File: src/rtl/crcfa_pkg.sv
// Shared types, constants and the CRC-32 byte update for the CRC framer/checker.
`default_nettype none
package crcfa_pkg;

  // Fixed field widths
  localparam int unsigned BYTE_W    = 8;
  localparam int unsigned CRC_W     = 32;
  localparam int unsigned CFG_LEN_W = 13;
  localparam int unsigned CFG_IDX_W = 2;
  localparam int unsigned CFG_DAT_W = 13;

  // Defaults for the top-level parameters
  localparam int unsigned MAX_FRAME_PAYLOAD = 4096;
  localparam int unsigned QUEUE_DEPTH       = 2;

  // CRC constants (reflected CRC-32)
  localparam logic [CRC_W-1:0] CRC_POLY = 32'hEDB8_8320;
  localparam logic [CRC_W-1:0] CRC_INIT = 32'hFFFF_FFFF;

  // Configuration register indexes and reset values
  localparam logic [CFG_IDX_W-1:0] REG_MODE        = 2'd0;
  localparam logic [CFG_IDX_W-1:0] REG_PAYLOAD_LEN = 2'd1;
  localparam logic [CFG_LEN_W-1:0] PAYLOAD_LEN_RST = 13'd9;

  // Beat index of the last appended CRC byte in a generated frame end
  localparam logic [2:0] LAST_CRC_BEAT = 3'd4;

  // Work handed from the front to the back
  typedef enum logic [2:0] {
    JOB_FWD     = 3'b001,  // forward one payload byte
    JOB_FWD_CRC = 3'b010,  // forward one payload byte, then four CRC bytes
    JOB_STATUS  = 3'b100   // one check status result
  } job_kind_e;

  typedef struct packed {
    job_kind_e         kind;
    logic [BYTE_W-1:0] data;
    logic [CRC_W-1:0]  crc;    // final (inverted) CRC for appended bytes
    logic              pass;
  } job_t;

  // One byte through the reflected CRC, LSB first
  function automatic logic [CRC_W-1:0] crc32_byte(input logic [CRC_W-1:0] crc,
                                                  input logic [BYTE_W-1:0] b);
    logic [CRC_W-1:0] c;
    c = crc ^ {{(CRC_W-BYTE_W){1'b0}}, b};
    for (int k = 0; k < BYTE_W; k++) begin
      c = c[0] ? ((c >> 1) ^ CRC_POLY) : (c >> 1);
    end
    return c;
  endfunction

endpackage
`default_nettype wire

File: src/rtl/crcfa_if.sv
// Valid/ready stream interfaces for the input bytes and the results.
`default_nettype none
interface crcfa_in_if;
  import crcfa_pkg::*;
  logic              valid;
  logic              ready;
  logic [BYTE_W-1:0] data_byte;
  logic              end_of_payload;

  modport source (output valid, output data_byte, output end_of_payload, input ready);
  modport sink   (input valid, input data_byte, input end_of_payload, output ready);
endinterface

interface crcfa_out_if;
  import crcfa_pkg::*;
  logic              valid;
  logic              ready;
  logic [BYTE_W-1:0] out_byte;
  logic              is_check_byte;
  logic              frame_end;
  logic              check_done;
  logic              check_passed;

  modport source (output valid, output out_byte, output is_check_byte, output frame_end,
                  output check_done, output check_passed, input ready);
  modport sink   (input valid, input out_byte, input is_check_byte, input frame_end,
                  input check_done, input check_passed, output ready);
endinterface
`default_nettype wire

File: src/rtl/crc32_frame_append_check.sv
// Top level of the byte-stream CRC-32 framer and checker.
//
// Channels: in_ch carries one frame byte per beat (data_byte, end_of_payload);
// out_ch carries result beats (out_byte, is_check_byte, frame_end, check_done,
// check_passed). Both are valid/ready; a beat moves when both are high.
// cfg_we_i/cfg_index_i/cfg_wdata_i write mode (index 0) or payload_length
// (index 1); either write restarts the current frame.
// An accepted byte's job is registered in the job queue; its results leave the head.
// Throughput: one input byte per cycle while the output takes one beat per
// cycle; a generate-mode end-of-payload byte yields five result beats, set by
// the back end emitting one beat per cycle. The front runs the CRC byte update
// combinationally and keeps accepting while the job queue has room.
// The first three received CRC bytes in check mode produce no result.
// Reset: check mode, payload_length 9, CRC preset to all ones, queue empty.
// Receiver stall: results wait in the job queue; input ready drops only when
// the queue is full.
`default_nettype none
module crc32_frame_append_check
  import crcfa_pkg::*;
#(
  parameter int unsigned MaxPayload = MAX_FRAME_PAYLOAD,
  parameter int unsigned QueueDepth = QUEUE_DEPTH
) (
  input  wire logic                 clk_i,
  input  wire logic                 rst_ni,
  crcfa_in_if.sink                  in_ch,
  crcfa_out_if.source               out_ch,
  input  wire logic                 cfg_we_i,
  input  wire logic [CFG_IDX_W-1:0] cfg_index_i,
  input  wire logic [CFG_DAT_W-1:0] cfg_wdata_i
);

  logic q_full, q_push, q_valid, q_pop;
  job_t q_job_in, q_job_out;

  // Accept and classify bytes
  crcfa_front #(
    .MaxPayload(MaxPayload)
  ) u_front (
    .clk_i            (clk_i),
    .rst_ni           (rst_ni),
    .in_valid_i       (in_ch.valid),
    .in_ready_o       (in_ch.ready),
    .data_byte_i      (in_ch.data_byte),
    .end_of_payload_i (in_ch.end_of_payload),
    .cfg_we_i         (cfg_we_i),
    .cfg_index_i      (cfg_index_i),
    .cfg_wdata_i      (cfg_wdata_i),
    .q_full_i         (q_full),
    .q_push_o         (q_push),
    .q_job_o          (q_job_in)
  );

  // Decouple front and back
  crcfa_queue #(
    .Depth(QueueDepth)
  ) u_queue (
    .clk_i   (clk_i),
    .rst_ni  (rst_ni),
    .push_i  (q_push),
    .job_i   (q_job_in),
    .full_o  (q_full),
    .pop_i   (q_pop),
    .valid_o (q_valid),
    .job_o   (q_job_out)
  );

  // Expand jobs into result beats
  crcfa_back u_back (
    .clk_i           (clk_i),
    .rst_ni          (rst_ni),
    .q_valid_i       (q_valid),
    .q_job_i         (q_job_out),
    .q_pop_o         (q_pop),
    .out_valid_o     (out_ch.valid),
    .out_ready_i     (out_ch.ready),
    .out_byte_o      (out_ch.out_byte),
    .is_check_byte_o (out_ch.is_check_byte),
    .frame_end_o     (out_ch.frame_end),
    .check_done_o    (out_ch.check_done),
    .check_passed_o  (out_ch.check_passed)
  );

endmodule
`default_nettype wire

File: src/rtl/crcfa_front.sv
// Front end: accepts bytes, runs the CRC and frame counters, emits jobs.
`default_nettype none
module crcfa_front
  import crcfa_pkg::*;
#(
  parameter int unsigned MaxPayload = MAX_FRAME_PAYLOAD
) (
  input  wire logic                 clk_i,
  input  wire logic                 rst_ni,
  // input beat
  input  wire logic                 in_valid_i,
  output logic                      in_ready_o,
  input  wire logic [BYTE_W-1:0]    data_byte_i,
  input  wire logic                 end_of_payload_i,
  // configuration writes
  input  wire logic                 cfg_we_i,
  input  wire logic [CFG_IDX_W-1:0] cfg_index_i,
  input  wire logic [CFG_DAT_W-1:0] cfg_wdata_i,
  // job queue
  input  wire logic                 q_full_i,
  output logic                      q_push_o,
  output job_t                      q_job_o
);

  localparam int unsigned PosW = $clog2(MaxPayload + 5);

  logic                 mode_q, mode_d;
  logic [CFG_LEN_W-1:0] len_q, len_d;
  logic [CRC_W-1:0]     crc_q, crc_d;
  logic [PosW-1:0]      pos_q, pos_d;
  logic [CRC_W-1:0]     rcv_q, rcv_d;

  logic                 accept;
  logic [PosW-1:0]      len_eff;
  logic [PosW-1:0]      pos_inc;
  logic [CRC_W-1:0]     crc_upd;
  logic [CRC_W-1:0]     rcv_shift;

  assign in_ready_o = !q_full_i;
  assign accept     = in_valid_i && in_ready_o;

  // Clamp the configured length to the supported maximum
  assign len_eff = (32'(len_q) > 32'(MaxPayload)) ? PosW'(MaxPayload) : PosW'(len_q);

  assign crc_upd   = crc32_byte(crc_q, data_byte_i);
  assign pos_inc   = pos_q + PosW'(1);
  assign rcv_shift = {rcv_q[CRC_W-BYTE_W-1:0], data_byte_i};

  // Classify the beat and advance the frame state
  always_comb begin
    mode_d        = mode_q;
    len_d         = len_q;
    crc_d         = crc_q;
    pos_d         = pos_q;
    rcv_d         = rcv_q;
    q_push_o      = 1'b0;
    q_job_o.kind  = JOB_FWD;
    q_job_o.data  = data_byte_i;
    q_job_o.crc   = ~crc_upd;
    q_job_o.pass  = 1'b0;

    if (cfg_we_i) begin
      if (cfg_index_i == REG_MODE) begin
        mode_d = cfg_wdata_i[0];
        crc_d  = CRC_INIT;
        pos_d  = '0;
        rcv_d  = '0;
      end else if (cfg_index_i == REG_PAYLOAD_LEN) begin
        len_d  = cfg_wdata_i[CFG_LEN_W-1:0];
        crc_d  = CRC_INIT;
        pos_d  = '0;
        rcv_d  = '0;
      end
    end else if (accept) begin
      if (mode_q) begin
        q_push_o = 1'b1;
        if (end_of_payload_i) begin
          q_job_o.kind = JOB_FWD_CRC;
          crc_d        = CRC_INIT;
        end else begin
          crc_d        = crc_upd;
        end
      end else if (pos_q < len_eff) begin
        q_push_o = 1'b1;
        crc_d    = crc_upd;
        pos_d    = pos_inc;
      end else if (32'(pos_inc) >= 32'(len_eff) + 32'd4) begin
        // fourth received CRC byte: report and restart
        q_push_o     = 1'b1;
        q_job_o.kind = JOB_STATUS;
        q_job_o.data = '0;
        q_job_o.pass = (rcv_shift == ~crc_q);
        crc_d        = CRC_INIT;
        pos_d        = '0;
        rcv_d        = '0;
      end else begin
        // gather a received CRC byte, no result
        rcv_d = rcv_shift;
        pos_d = pos_inc;
      end
    end
  end

  always_ff @(posedge clk_i or negedge rst_ni) begin
    if (!rst_ni) begin
      mode_q <= 1'b0;
      len_q  <= PAYLOAD_LEN_RST;
      crc_q  <= CRC_INIT;
      pos_q  <= '0;
      rcv_q  <= '0;
    end else begin
      mode_q <= mode_d;
      len_q  <= len_d;
      crc_q  <= crc_d;
      pos_q  <= pos_d;
      rcv_q  <= rcv_d;
    end
  end

endmodule
`default_nettype wire

File: src/rtl/crcfa_queue.sv
// Short job queue between the front and the back.
`default_nettype none
module crcfa_queue
  import crcfa_pkg::*;
#(
  parameter int unsigned Depth = QUEUE_DEPTH
) (
  input  wire logic clk_i,
  input  wire logic rst_ni,
  input  wire logic push_i,
  input  wire job_t job_i,
  output logic      full_o,
  input  wire logic pop_i,
  output logic      valid_o,
  output job_t      job_o
);

  localparam int unsigned PtrW = (Depth > 1) ? $clog2(Depth) : 1;
  localparam int unsigned CntW = $clog2(Depth + 1);

  job_t            mem_q [Depth];
  logic [PtrW-1:0] wr_ptr_q, wr_ptr_d;
  logic [PtrW-1:0] rd_ptr_q, rd_ptr_d;
  logic [CntW-1:0] cnt_q, cnt_d;
  logic            do_push, do_pop;

  assign full_o  = (cnt_q == CntW'(Depth));
  assign valid_o = (cnt_q != '0);
  assign job_o   = mem_q[rd_ptr_q];
  assign do_push = push_i && !full_o;
  assign do_pop  = pop_i && valid_o;

  // Advance pointers with wrap at the depth
  always_comb begin
    wr_ptr_d = wr_ptr_q;
    rd_ptr_d = rd_ptr_q;
    cnt_d    = cnt_q;
    if (do_push) begin
      wr_ptr_d = (wr_ptr_q == PtrW'(Depth - 1)) ? '0 : wr_ptr_q + PtrW'(1);
    end
    if (do_pop) begin
      rd_ptr_d = (rd_ptr_q == PtrW'(Depth - 1)) ? '0 : rd_ptr_q + PtrW'(1);
    end
    if (do_push && !do_pop) begin
      cnt_d = cnt_q + CntW'(1);
    end else if (do_pop && !do_push) begin
      cnt_d = cnt_q - CntW'(1);
    end
  end

  always_ff @(posedge clk_i or negedge rst_ni) begin
    if (!rst_ni) begin
      wr_ptr_q <= '0;
      rd_ptr_q <= '0;
      cnt_q    <= '0;
    end else begin
      wr_ptr_q <= wr_ptr_d;
      rd_ptr_q <= rd_ptr_d;
      cnt_q    <= cnt_d;
    end
  end

  // Hold job payloads
  always_ff @(posedge clk_i) begin
    if (do_push) begin
      mem_q[wr_ptr_q] <= job_i;
    end
  end

endmodule
`default_nettype wire

File: src/rtl/crcfa_back.sv
// Back end: expands the head job into result beats.
`default_nettype none
module crcfa_back
  import crcfa_pkg::*;
(
  input  wire logic          clk_i,
  input  wire logic          rst_ni,
  // job queue head
  input  wire logic          q_valid_i,
  input  wire job_t          q_job_i,
  output logic               q_pop_o,
  // result beat
  output logic               out_valid_o,
  input  wire logic          out_ready_i,
  output logic [BYTE_W-1:0]  out_byte_o,
  output logic               is_check_byte_o,
  output logic               frame_end_o,
  output logic               check_done_o,
  output logic               check_passed_o
);

  logic [2:0] beat_q, beat_d;
  logic       last_beat;
  logic       take;

  assign out_valid_o = q_valid_i;
  assign take        = out_valid_o && out_ready_i;

  // Decode the current beat of the head job
  always_comb begin
    out_byte_o      = q_job_i.data;
    is_check_byte_o = 1'b0;
    frame_end_o     = 1'b0;
    check_done_o    = 1'b0;
    check_passed_o  = 1'b0;
    last_beat       = 1'b1;
    unique case (q_job_i.kind)
      JOB_FWD: begin
        last_beat = 1'b1;
      end
      JOB_FWD_CRC: begin
        last_beat = (beat_q == LAST_CRC_BEAT);
        if (beat_q != '0) begin
          is_check_byte_o = 1'b1;
          frame_end_o     = last_beat;
          unique case (beat_q)
            3'd1:    out_byte_o = q_job_i.crc[31:24];
            3'd2:    out_byte_o = q_job_i.crc[23:16];
            3'd3:    out_byte_o = q_job_i.crc[15:8];
            default: out_byte_o = q_job_i.crc[7:0];
          endcase
        end
      end
      JOB_STATUS: begin
        out_byte_o     = '0;
        frame_end_o    = 1'b1;
        check_done_o   = 1'b1;
        check_passed_o = q_job_i.pass;
      end
      default: begin
        last_beat = 1'b1;
      end
    endcase
  end

  // Advance within the job, drop it after its last beat
  always_comb begin
    beat_d  = beat_q;
    q_pop_o = 1'b0;
    if (take) begin
      if (last_beat) begin
        beat_d  = '0;
        q_pop_o = 1'b1;
      end else begin
        beat_d  = beat_q + 3'd1;
      end
    end
  end

  always_ff @(posedge clk_i or negedge rst_ni) begin
    if (!rst_ni) begin
      beat_q <= '0;
    end else begin
      beat_q <= beat_d;
    end
  end

endmodule
`default_nettype wire
File: src/flat_wrapper.sv
// flat-port wrapper written by rule: the top's interface ports become plain ports
module crc32_frame_append_check_flat import crcfa_pkg::*;
#(
  parameter int unsigned MaxPayload = MAX_FRAME_PAYLOAD,
  parameter int unsigned QueueDepth = QUEUE_DEPTH
)
  (clk_i, rst_ni, cfg_we_i, cfg_index_i, cfg_wdata_i, in_ch_valid, in_ch_data_byte, in_ch_end_of_payload, in_ch_ready, out_ch_valid, out_ch_out_byte, out_ch_is_check_byte, out_ch_frame_end, out_ch_check_done, out_ch_check_passed, out_ch_ready);
  crcfa_in_if in_ch_i ();
  crcfa_out_if out_ch_i ();
  input  wire logic clk_i;
  input  wire logic rst_ni;
  input  wire logic cfg_we_i;
  input  wire logic [CFG_IDX_W-1:0] cfg_index_i;
  input  wire logic [CFG_DAT_W-1:0] cfg_wdata_i;
  input wire logic [$bits(in_ch_i.valid)-1:0] in_ch_valid;
  input wire logic [$bits(in_ch_i.data_byte)-1:0] in_ch_data_byte;
  input wire logic [$bits(in_ch_i.end_of_payload)-1:0] in_ch_end_of_payload;
  output wire logic [$bits(in_ch_i.ready)-1:0] in_ch_ready;
  output wire logic [$bits(out_ch_i.valid)-1:0] out_ch_valid;
  output wire logic [$bits(out_ch_i.out_byte)-1:0] out_ch_out_byte;
  output wire logic [$bits(out_ch_i.is_check_byte)-1:0] out_ch_is_check_byte;
  output wire logic [$bits(out_ch_i.frame_end)-1:0] out_ch_frame_end;
  output wire logic [$bits(out_ch_i.check_done)-1:0] out_ch_check_done;
  output wire logic [$bits(out_ch_i.check_passed)-1:0] out_ch_check_passed;
  input wire logic [$bits(out_ch_i.ready)-1:0] out_ch_ready;
  assign in_ch_i.valid = in_ch_valid;
  assign in_ch_i.data_byte = in_ch_data_byte;
  assign in_ch_i.end_of_payload = in_ch_end_of_payload;
  assign in_ch_ready = in_ch_i.ready;
  assign out_ch_valid = out_ch_i.valid;
  assign out_ch_out_byte = out_ch_i.out_byte;
  assign out_ch_is_check_byte = out_ch_i.is_check_byte;
  assign out_ch_frame_end = out_ch_i.frame_end;
  assign out_ch_check_done = out_ch_i.check_done;
  assign out_ch_check_passed = out_ch_i.check_passed;
  assign out_ch_i.ready = out_ch_ready;
  crc32_frame_append_check #(.MaxPayload(MaxPayload), .QueueDepth(QueueDepth)) u_core (.clk_i(clk_i), .rst_ni(rst_ni), .in_ch(in_ch_i), .out_ch(out_ch_i), .cfg_we_i(cfg_we_i), .cfg_index_i(cfg_index_i), .cfg_wdata_i(cfg_wdata_i));
endmodule
File: config.mk
export PLATFORM = sky130hd
export DESIGN_NAME = crc32_frame_append_check_flat
export DESIGN_NICKNAME = d
export VERILOG_FILES = /design/src/rtl/crcfa_pkg.sv /design/src/rtl/crcfa_if.sv /design/src/rtl/crc32_frame_append_check.sv /design/src/rtl/crcfa_front.sv /design/src/rtl/crcfa_queue.sv /design/src/rtl/crcfa_back.sv /design/src/flat_wrapper.sv
export SDC_FILE = /design/constraint.sdc
export NUM_CORES = 1
export LEC_CHECK = 0
export BUFFER_PORTS_ARGS = -buffer_cell sky130_fd_sc_hd__buf_2
export CELL_PAD_IN_SITES_DETAIL_PLACEMENT = 0
export CELL_PAD_IN_SITES_GLOBAL_PLACEMENT = 1
export CORE_MARGIN = 4
export CORE_UTILIZATION = 35
export DETAILED_ROUTE_END_ITERATION = 7
export GPL_TIMING_DRIVEN = 0
export PLACE_DENSITY = 0.69
export SYNTH_ARGS = -nofsm -noshare
export SYNTH_HDL_FRONTEND = slang
export SYNTH_SLANG_ARGS = --single-unit
export TNS_END_PERCENT = 30
File: constraint.sdc
create_clock -name clk_i -period 6.01 [get_ports clk_i]
set_input_delay 0 -clock clk_i [delete_from_list [all_inputs] [get_ports clk_i]]
set_output_delay 0 -clock clk_i [all_outputs]
set_load 0.005 [all_outputs]
==> out/metrics.cfg, run 1 <==
[sta]
whs_ns = 0.0539
drv_slew = 0
finalHoldViolations = 0
slew_headroom_pct = 32.9
finClkSkew_ns = 0.00873
fin_crit_sh_pct = 87.9
tightest_slew_ns = 1.00
grt_setup_unrepaired = false
setup_viol = 0
fmax_ghz = 0.189
layout_min_cycle_time_ns = 5.29

[synthesis]
synthFlopType = edfxtp_1
synth_largest_area_cell = edfxtp_1
syn_inst = 792
synth_xor_area_share_pct = 12.4
synth-simple-area-share_pct = 10.2
synthAdderAreaFrac_pct = 4.94
synth_compound_area_share_pct = 12.3
synth_top_family_by_area = XOR/XNOR gates
netlist_area_mm2 = 0.00937
postSynthAreaPerCell_um2 = 11.8
synth.area.top_cells = edfxtp_1 28%, dfrtp_1 15%, dfstp_2 9.5%, xnor2_1 6.8%, ha_1 4.9%
syn_nets = 858
yosysTopAreaCellShare_pct = 28.2
ys_seq_elements = 178
synthMuxAreaShare_pct = 5.03
seq_area_frac_synth_pct = 52.7
ys_types = 56
yosysWarnings = 0
synth_edf_count = 88
async_flop_share_pct = 50.6

[worst_setup_path]
slowest_delay_ns = 0.68
slowest_stage = nor2b_4
rrSetupSlack_ns = 0.72
endpoint_kind = flip-flop
arrival_ns = 5.42
crit_type = flip-flop to flip-flop
rr_startpoint = u_core.u_front.len_q[12]
startpoint = u_core.u_front.len_q[12]
critPathMaxFanout = 26
rr_endpoint = u_core.u_queue.mem_q[0][38]
crit_path_start_kind = flip-flop
crit_chain = inv_1 > clkbuf_1 > nand2_1 > inv_1 > ha_1 > nand3_1 > nor3_1 > mux2_2 > ha_1 > nand2_1 > o21a_1 > o21ai_0 > nor2_1 > a21boi_0 > nor2b_4 > buf_12
worstPathRequired_ns = 6.15
reg2reg_depth = 16

[grt]
grt_max_degree = 56
use_met1_pct = 25.0
antenna_found_initial = 0
overflow = 0
grt_use_met3_pct = 3.13
grt_use_met2_pct = 25.6
top_usage_layer = met2
track_usage_pct = 16.9
grt_pass1_vias = 6536
grt_pass1_wl_um = 37800

[finish]
nets = 949
multi_input_area_mm2 = 0.00422
fillers = 2471
final_cell_count_no_fill = 1231
final_common_cell = edfxtp_1
drive_above_1_share_pct = 17.7
mostFrequentLayoutCells = 88 x edfxtp_1, 73 x xnor2_1, 56 x dfrtp_1, 53 x nand2_1, 43 x nand3_1
diodes = 0
regArea_mm2 = 0.00494
area_growth_pct = 16.9

[min_path]
hold-path-endpoint = u_core.u_front.rcv_q[1]
hold_path_class = input pin to flip-flop
whs_path_depth = 4
worstHoldStart = cfg_we_i

[route]
drt_iter0_markers = 360
drt_wl_total_um = 23700
drcViolationCount = 0
dr.pass1.iters = 5
vias = 6441
via_per_inst = 5.23
wl_per_cell_um = 19.3
antenna_left = 0

[clock_tree]
clk_latency_ns = 0.44
htree_levels = 4
cts.clk_slew.worst_paths_ns = 0.08
cts_inserted_buffers = 17
postCtsSetupRepairBufs = 0
cts_root_buf = clkbuf_16
cts_buffer_depth = 2
cts_tree = done
cts_sinks = 178

[power_and_ir_drop]
switchingPower_mw = 2.34
p_leak_nw = 4.27
combPwrFrac_pct = 43.6
p_seq_share_pct = 36.9
vdd.ir_drop.worst_uv = 279
p_int_mw = 3.56
power_density_mw_per_mm2 = 539
netSwitchingFraction_pct = 39.7
clkPwrFrac_pct = 19.4

[floorplanning]
coreArea_mm2 = 0.0262
placement_rows = 59
die_h_um = 172
ioPinCount = 43
die_w_um = 172
start_util_pct = 35.8
die_area_mm2 = 0.0295

[run]
maxCapViolations = 0

[placed_design]
gp_congestion = 0.823
dp.cells = 1172
dp_hpwl_um = 17600
port_buffers = 42

[outcome]
outcome = finished clean

## per-layer routing
layer / routed length, um / up-vias
li1: - / 3086
met1: 11900 / 3186
met2: 10500 / 147
met3: 1070 / 22
met4: 310 / 0
met5: 0 / -
## per-stage QoR
stage	cell area, um2	util (%)	TNS, ns	power (mW)	worst slack (ns)
2_1_floorplan	9370	-	0	3.89	0.534
3_3_place_gp	10000	38.2	-77.07	4.69	-1.61
3_5_place_dp	10100	38.5	0	4.74	0.682
4_1_cts	11000	41.8	0	5.91	0.655
5_1_grt	11000	41.8	0	6.21	0.339
6_report	11000	41.8	0	5.90	0.725
## power by group through the flow
| stage | logic [mW] | clock network [mW] | registers [mW] |
|---|---|---|---|
| global placement | 2.49 | 0 | 2.20 |
| floorplan | 1.77 | 0 | 2.13 |
| CTS | 2.57 | 1.16 | 2.18 |
| detailed placement | 2.54 | 0 | 2.20 |
| finish | 2.58 | 1.15 | 2.18 |
| global route | 2.78 | 1.21 | 2.22 |
## state kept, by name (all words and copies together) (netlist names)
register and count:
u_core.u_front.mode_q 1, u_core.u_front.len_q 13, u_core.u_back.beat_q 3, u_core.u_front.pos_q 13, u_core.u_front.rcv_q 24, u_core.u_front.crc_q 32
u_core.u_queue.rd_ptr_q 1, u_core.u_queue.cnt_q 2, u_core.u_queue.wr_ptr_q 1, u_core.u_queue.mem_q 88
## cell families (layout without fill, tap and decap cells)
kind of cell	Yosys count	after routing
xor gates and xnor gates	117	117
buffers and inverters	59	163
adders and majority gates	37	37
AOI/OAI and AO/OA	170	170
and+or+nand+nor	188	188
DFF	178	178
muxes	43	43
## how the worst max path moves through the flow
stage | end | slack, ns | cells past startpoint
2_1_floorplan | u_core.u_queue.mem_q[0][0] | 0.53 | 15
3_3_place_gp | u_core.u_queue.mem_q[0][6] | -1.61 | 15
3_5_place_dp | u_core.u_queue.mem_q[0][6] | 0.68 | 16
4_1_cts | u_core.u_queue.mem_q[0][26] | 0.65 | 16
5_1_grt | u_core.u_queue.mem_q[0][14] | 0.34 | 16
6_report | u_core.u_queue.mem_q[0][38] | 0.72 | 16
## layout make-up
cell class | count | share of cell area [%]
sequential | 178 | 45.1
multi-input combinational | 555 | 38.5
timing repair buffer | 72 | 5.03
clock buffer | 17 | 3.88
tap | 335 | 3.83
clock inverter | 15 | 1.64
buffer | 35 | 1.21
inverter | 24 | 0.822
## worst max-delay path: cells and delay by family (launching register included)
family,cells,cell delay [ns]
muxes,1,0.39
adders and majority gates,2,0.45
DFF,1,0.47
buffers and inverters,4,0.94
AOI/OAI and AO/OA,3,1.23
and+or+nand+nor,6,1.49
## synth_stat cells, drive strengths merged, types with 4 or more instances
library cell	number
and4	4
clkbuf	30
and3	5
mux2	33
buf	5
o31ai	5
a21o	6
o22ai	14
a22oi	9
a21oi	25
a22o	6
a31oi	4
nand4	4
dfrtp	56
dfstp	34
a221oi	7
mux2i	10
nor3	7
o21ai	39
inv	24
xor2	36
ha	37
nand2	53
edfxtp	88
nor4	9
xnor2	79
and2	12
a2bb2oi	29
nor2b	9
nand2b	14
nand3	43
nor2	19
a211oi	7
o21a	6
## repair_timing
action                                  CTS  global route
gates resized for setup                   0             0
endpoints found under the setup margin    0             0
hold buffers                             27             0
endpoints found under the hold margin    61             0
Power figures use the tool's default switching activity.
==> run 2, diff against run 1 <==
--- a/config.mk
+++ b/config.mk
@@ -13,7 +13,9 @@
 export DETAILED_ROUTE_END_ITERATION = 7
 export GPL_TIMING_DRIVEN = 0
 export PLACE_DENSITY = 0.69
+export RECOVER_POWER = 100
 export SYNTH_ARGS = -nofsm -noshare
 export SYNTH_HDL_FRONTEND = slang
+export SYNTH_HIERARCHICAL = 1
 export SYNTH_SLANG_ARGS = --single-unit
 export TNS_END_PERCENT = 30
==> run 2 against run 1 <==
Critical path type unchanged. Via count rose by 3.7%. Critical path depth rose by 3. The run now ends with capacitance limit, slew limit left. Combinational power grew 3%. Area after synthesis rose by 9.0%. Sequential share of layout area down 2.1 points. Register-to-register slack lost 0.20 ns. Critical endpoint is now u_core/u_queue/mem_q[1][20]. Total power fell by 0.81%. Sequential power down 3%.
==> out/metrics.cfg, run 2 <==
[sta]
drv_slew = 67  ; +67
setup_viol = 0  ; unchanged
tightest_slew_ns = 3.73  ; +2.73 ns
slew_headroom_pct = -149  ; -180 points
layout_min_cycle_time_ns = 5.48  ; +0.199 ns
finClkSkew_ns = 0.00930  ; +0.000564 ns
fmax_ghz = 0.182  ; -3.6%
fin_crit_sh_pct = 91.2  ; +3.3 points
finalHoldViolations = 0  ; unchanged
grt_setup_unrepaired = false

[finish]
nets = 1004  ; +5.8%
final_cell_count_no_fill = 1335  ; +8.4%
largest_registers = u_core/u_queue/mem_q: 88 flops, u_core/u_front/crc_q: 32 flops, u_core/u_front/rcv_q: 24 flops
final_common_cell = edfxtp_1
mostFrequentLayoutCells = 88 x edfxtp_1, 77 x xnor2_1, 56 x dfrtp_1, 54 x nor2_1, 49 x inv_1
drive_above_1_share_pct = 18.9  ; +1.2 points
largest_reg_flops = 88  ; unchanged
top_register = u_core/u_queue/mem_q
diodes = 0  ; unchanged
area_growth_pct = 12.4

[worst_setup_path]
worstPathRequired_ns = 6.17  ; +0.02 ns
crit_chain = inv_1 > clkbuf_1 > nand2_1 > inv_1 > ha_1 > nand3_1 > nor2_1 > nand4_1 > xnor2_1 > ha_1 > nand3_1 > nor2_1 > o41ai_1 > nand2_1 > o21bai_2 > clkbuf_1 > inv_1 > and3_1 > buf_6
crit_type = flip-flop to flip-flop
crit_top_cell = inv_1
slowest_stage = o41ai_1
crit_path_start_kind = flip-flop
slowest_delay_ns = 0.72  ; +0.04 ns
endpoint_kind = flip-flop
arrival_ns = 5.64  ; +0.22 ns
critPathMaxFanout = 31  ; +19%

[route]
met1Wirelength_um = 12700  ; +6.7%
antenna_left = 0  ; unchanged
drt_wl_total_um = 25000  ; +5.3%
wl_met3_um = 888  ; -17%
vias = 6682  ; +3.7%
wl_per_cell_um = 18.7  ; -2.9%
drcViolationCount = 0  ; unchanged
dr.pass1.iters = 5  ; unchanged
route.top_layer_used = met4
via_per_inst = 5.01  ; -4.3%
drt_iter0_markers = 444  ; +23%
dr_wl_met2_um = 11000  ; +4.8%

[synthesis]
postSynthAreaPerCell_um2 = 12.0  ; +1.5%
synth_edf_count = 88  ; unchanged
async_flop_share_pct = 50.6  ; unchanged
ys_seq_elements = 178  ; unchanged
yosysWarnings = 6  ; +6
yosysTopAreaCellShare_pct = 25.9  ; -2.3 points
seq_area_frac_synth_pct = 48.3  ; -4.3 points
syn_inst = 850  ; +7.3%
netlist_area_mm2 = 0.0102  ; +9.0%
yosysMostFrequentCell = edfxtp_1
synth_largest_area_cell = edfxtp_1
synthFlopType = edfxtp_1
synthTopCellsByCount = 88 x edfxtp_1, 68 x xnor2_1, 56 x dfrtp_1, 54 x nor2_1, 49 x inv_1
ys_types = 73  ; +30%
syn_nets = 916  ; +6.8%
synth.area.top_cells = edfxtp_1 26%, dfrtp_1 14%, dfstp_2 8.7%, xnor2_1 5.8%, mux2_4 5.7%

[floorplanning]
die_h_um = 179  ; +4.2%
die_w_um = 179  ; +4.2%
die_area_mm2 = 0.0320  ; +8.5%
coreArea_mm2 = 0.0288  ; +9.8%
placement_rows = 62  ; +5.1%
start_util_pct = 35.5  ; -0.28 points
ioPinCount = 43  ; unchanged

[outcome]
outcome = finished, violations left
violations = capacitance limit, slew limit

[power_and_ir_drop]
vdd.ir_drop.worst_uv = 267  ; -4.1%
p_total_mw = 5.85  ; -0.81%
p_leak_nw = 4.41  ; +3.3%
power_density_mw_per_mm2 = 510  ; -5.4%

[clock_tree]
cts_buffer_depth = 2  ; unchanged
cts_sinks = 178  ; unchanged
htree_levels = 4  ; unchanged
cts_root_buf = clkbuf_16
cts.clk_slew.worst_paths_ns = 0.06  ; -0.02 ns
clk_latency_ns = 0.44  ; about the same
cts_inserted_buffers = 17  ; unchanged
cts_tree = done
postCtsSetupRepairBufs = 0  ; unchanged
post_cts_resized = 0  ; unchanged

[run]
maxCapViolations = 1  ; +1

[placed_design]
gp_congestion = 0.809  ; -1.7%
dp_hpwl_um = 18800  ; +7.1%
port_buffers = 42  ; unchanged
dp.cells = 1279  ; +9.1%

[grt]
grt_max_degree = 67  ; +20%
antenna_found_initial = 0  ; unchanged
overflow = 0  ; unchanged
grt_pass1_vias = 6624  ; +1.3%
grt_pass1_wl_um = 39100  ; +3.3%
track_usage_pct = 16.1  ; -0.78 points

[min_path]
hold_path_class = input pin to flip-flop

run 2: cell count changes after synthesis, moves of 13 or more:
cell / delta
mux2_4: +39
nor2_1: +35
a2bb2oi_1: -29
nand3_1: -29
inv_1: +26
o211ai_1: +22
nand2_1: -17
nand3b_1: +17
o21ai_0: -17
mux2_2: -13
o22ai_1: -13
run 2: repair_timing:
action	4_1_cts	5_1_grt
hold buffers	24	0
endpoints found under the setup margin	0	0
endpoints found under the hold margin	83	0
run 2: worst max-delay path: cells and delay by family, from the launching register on:
family                     cells  cell delay, ns
adders and majority gates      2            0.46
AOI/OAI and AO/OA              2            1.11
buffers and inverters          6            1.53
xor gates and xnor gates       1            0.20
DFF                            1            0.46
and+or+nand+nor                8            1.40
run 2: where the power goes:
group / leakage (nW) / switching (mW) / internal [mW]
Clock: 0.269 / 0.508 / 0.545
Combinational: 2.25 / 1.58 / 1.09
Sequential: 1.89 / 0.212 / 1.91
Total: 4.41 / 2.30 / 3.55
run 2: area by class of cell:
cell class	count	area, um2
plain buffers	46	250
clock buffers	19	433
clock inverters	13	111
fillers	2767	17300
inverters	49	184
multi-input cells	577	4620
flip-flops and latches	178	4940
well taps	384	480
repair buffers	69	462
run 2: cells by family after synthesis:
kind of cell	synth area share [%]
compound gates	10.5
xor+xnor	12.4
fa+ha+maj	4.53
buf+inv	4.53
flops	48.3
mux	8.33
simple gates	11.3
run 2: path summary, 6_finish.rpt:
kind | cells past startpoint | from | end | slack [ns]
worst max-delay path | 19 | u_core/u_front/len_q[12] | u_core/u_queue/mem_q[1][20] | 0.53
worst min-delay path | 3 | in_ch_end_of_payload | u_core/u_queue/mem_q[1][42] | 0.04
worst max register to register | 19 | u_core/u_front/len_q[12] | u_core/u_queue/mem_q[1][20] | 0.53
worst min register to register | 1 | u_core/u_queue/cnt_q[1] | u_core/u_queue/cnt_q[1] | 0.49
max in group asynchronous | 3 | rst_ni | u_core/u_front/rcv_q[17] | 1.35
min in group asynchronous | 2 | rst_ni | u_core/u_queue/wr_ptr_q | 0.45
run 2: stage by stage:
| step | instance area [um2] | hold slack, ns | util, % | setup WS, ns | TNS [ns] |
|---|---|---|---|---|---|
| 4_1_cts | 11800 | 0.0272 | 40.9 | 0.570 | 0 |
| 5_1_grt | 11500 | 0.0687 | 39.9 | 0.0374 | 0 |
| 3_3_place_gp | 10900 | 0.231 | 37.9 | -1.07 | -47.03 |
| 2_1_floorplan | 10200 | -0.296 | - | 0.815 | 0 |
| 3_5_place_dp | 11000 | -0.0457 | 38.2 | 0.590 | 0 |
| 6_report | 11500 | 0.0439 | 39.9 | 0.526 | 0 |
run 2: routing by layer:
| metal | global-route usage, % | up-vias |
|---|---|---|
| met5 | 0 | - |
| li1 | - | 3242 |
| met3 | 2.32 | 30 |
| met1 | 24.5 | 3283 |
| met4 | 4.70 | 0 |
| met2 | 23.7 | 127 |
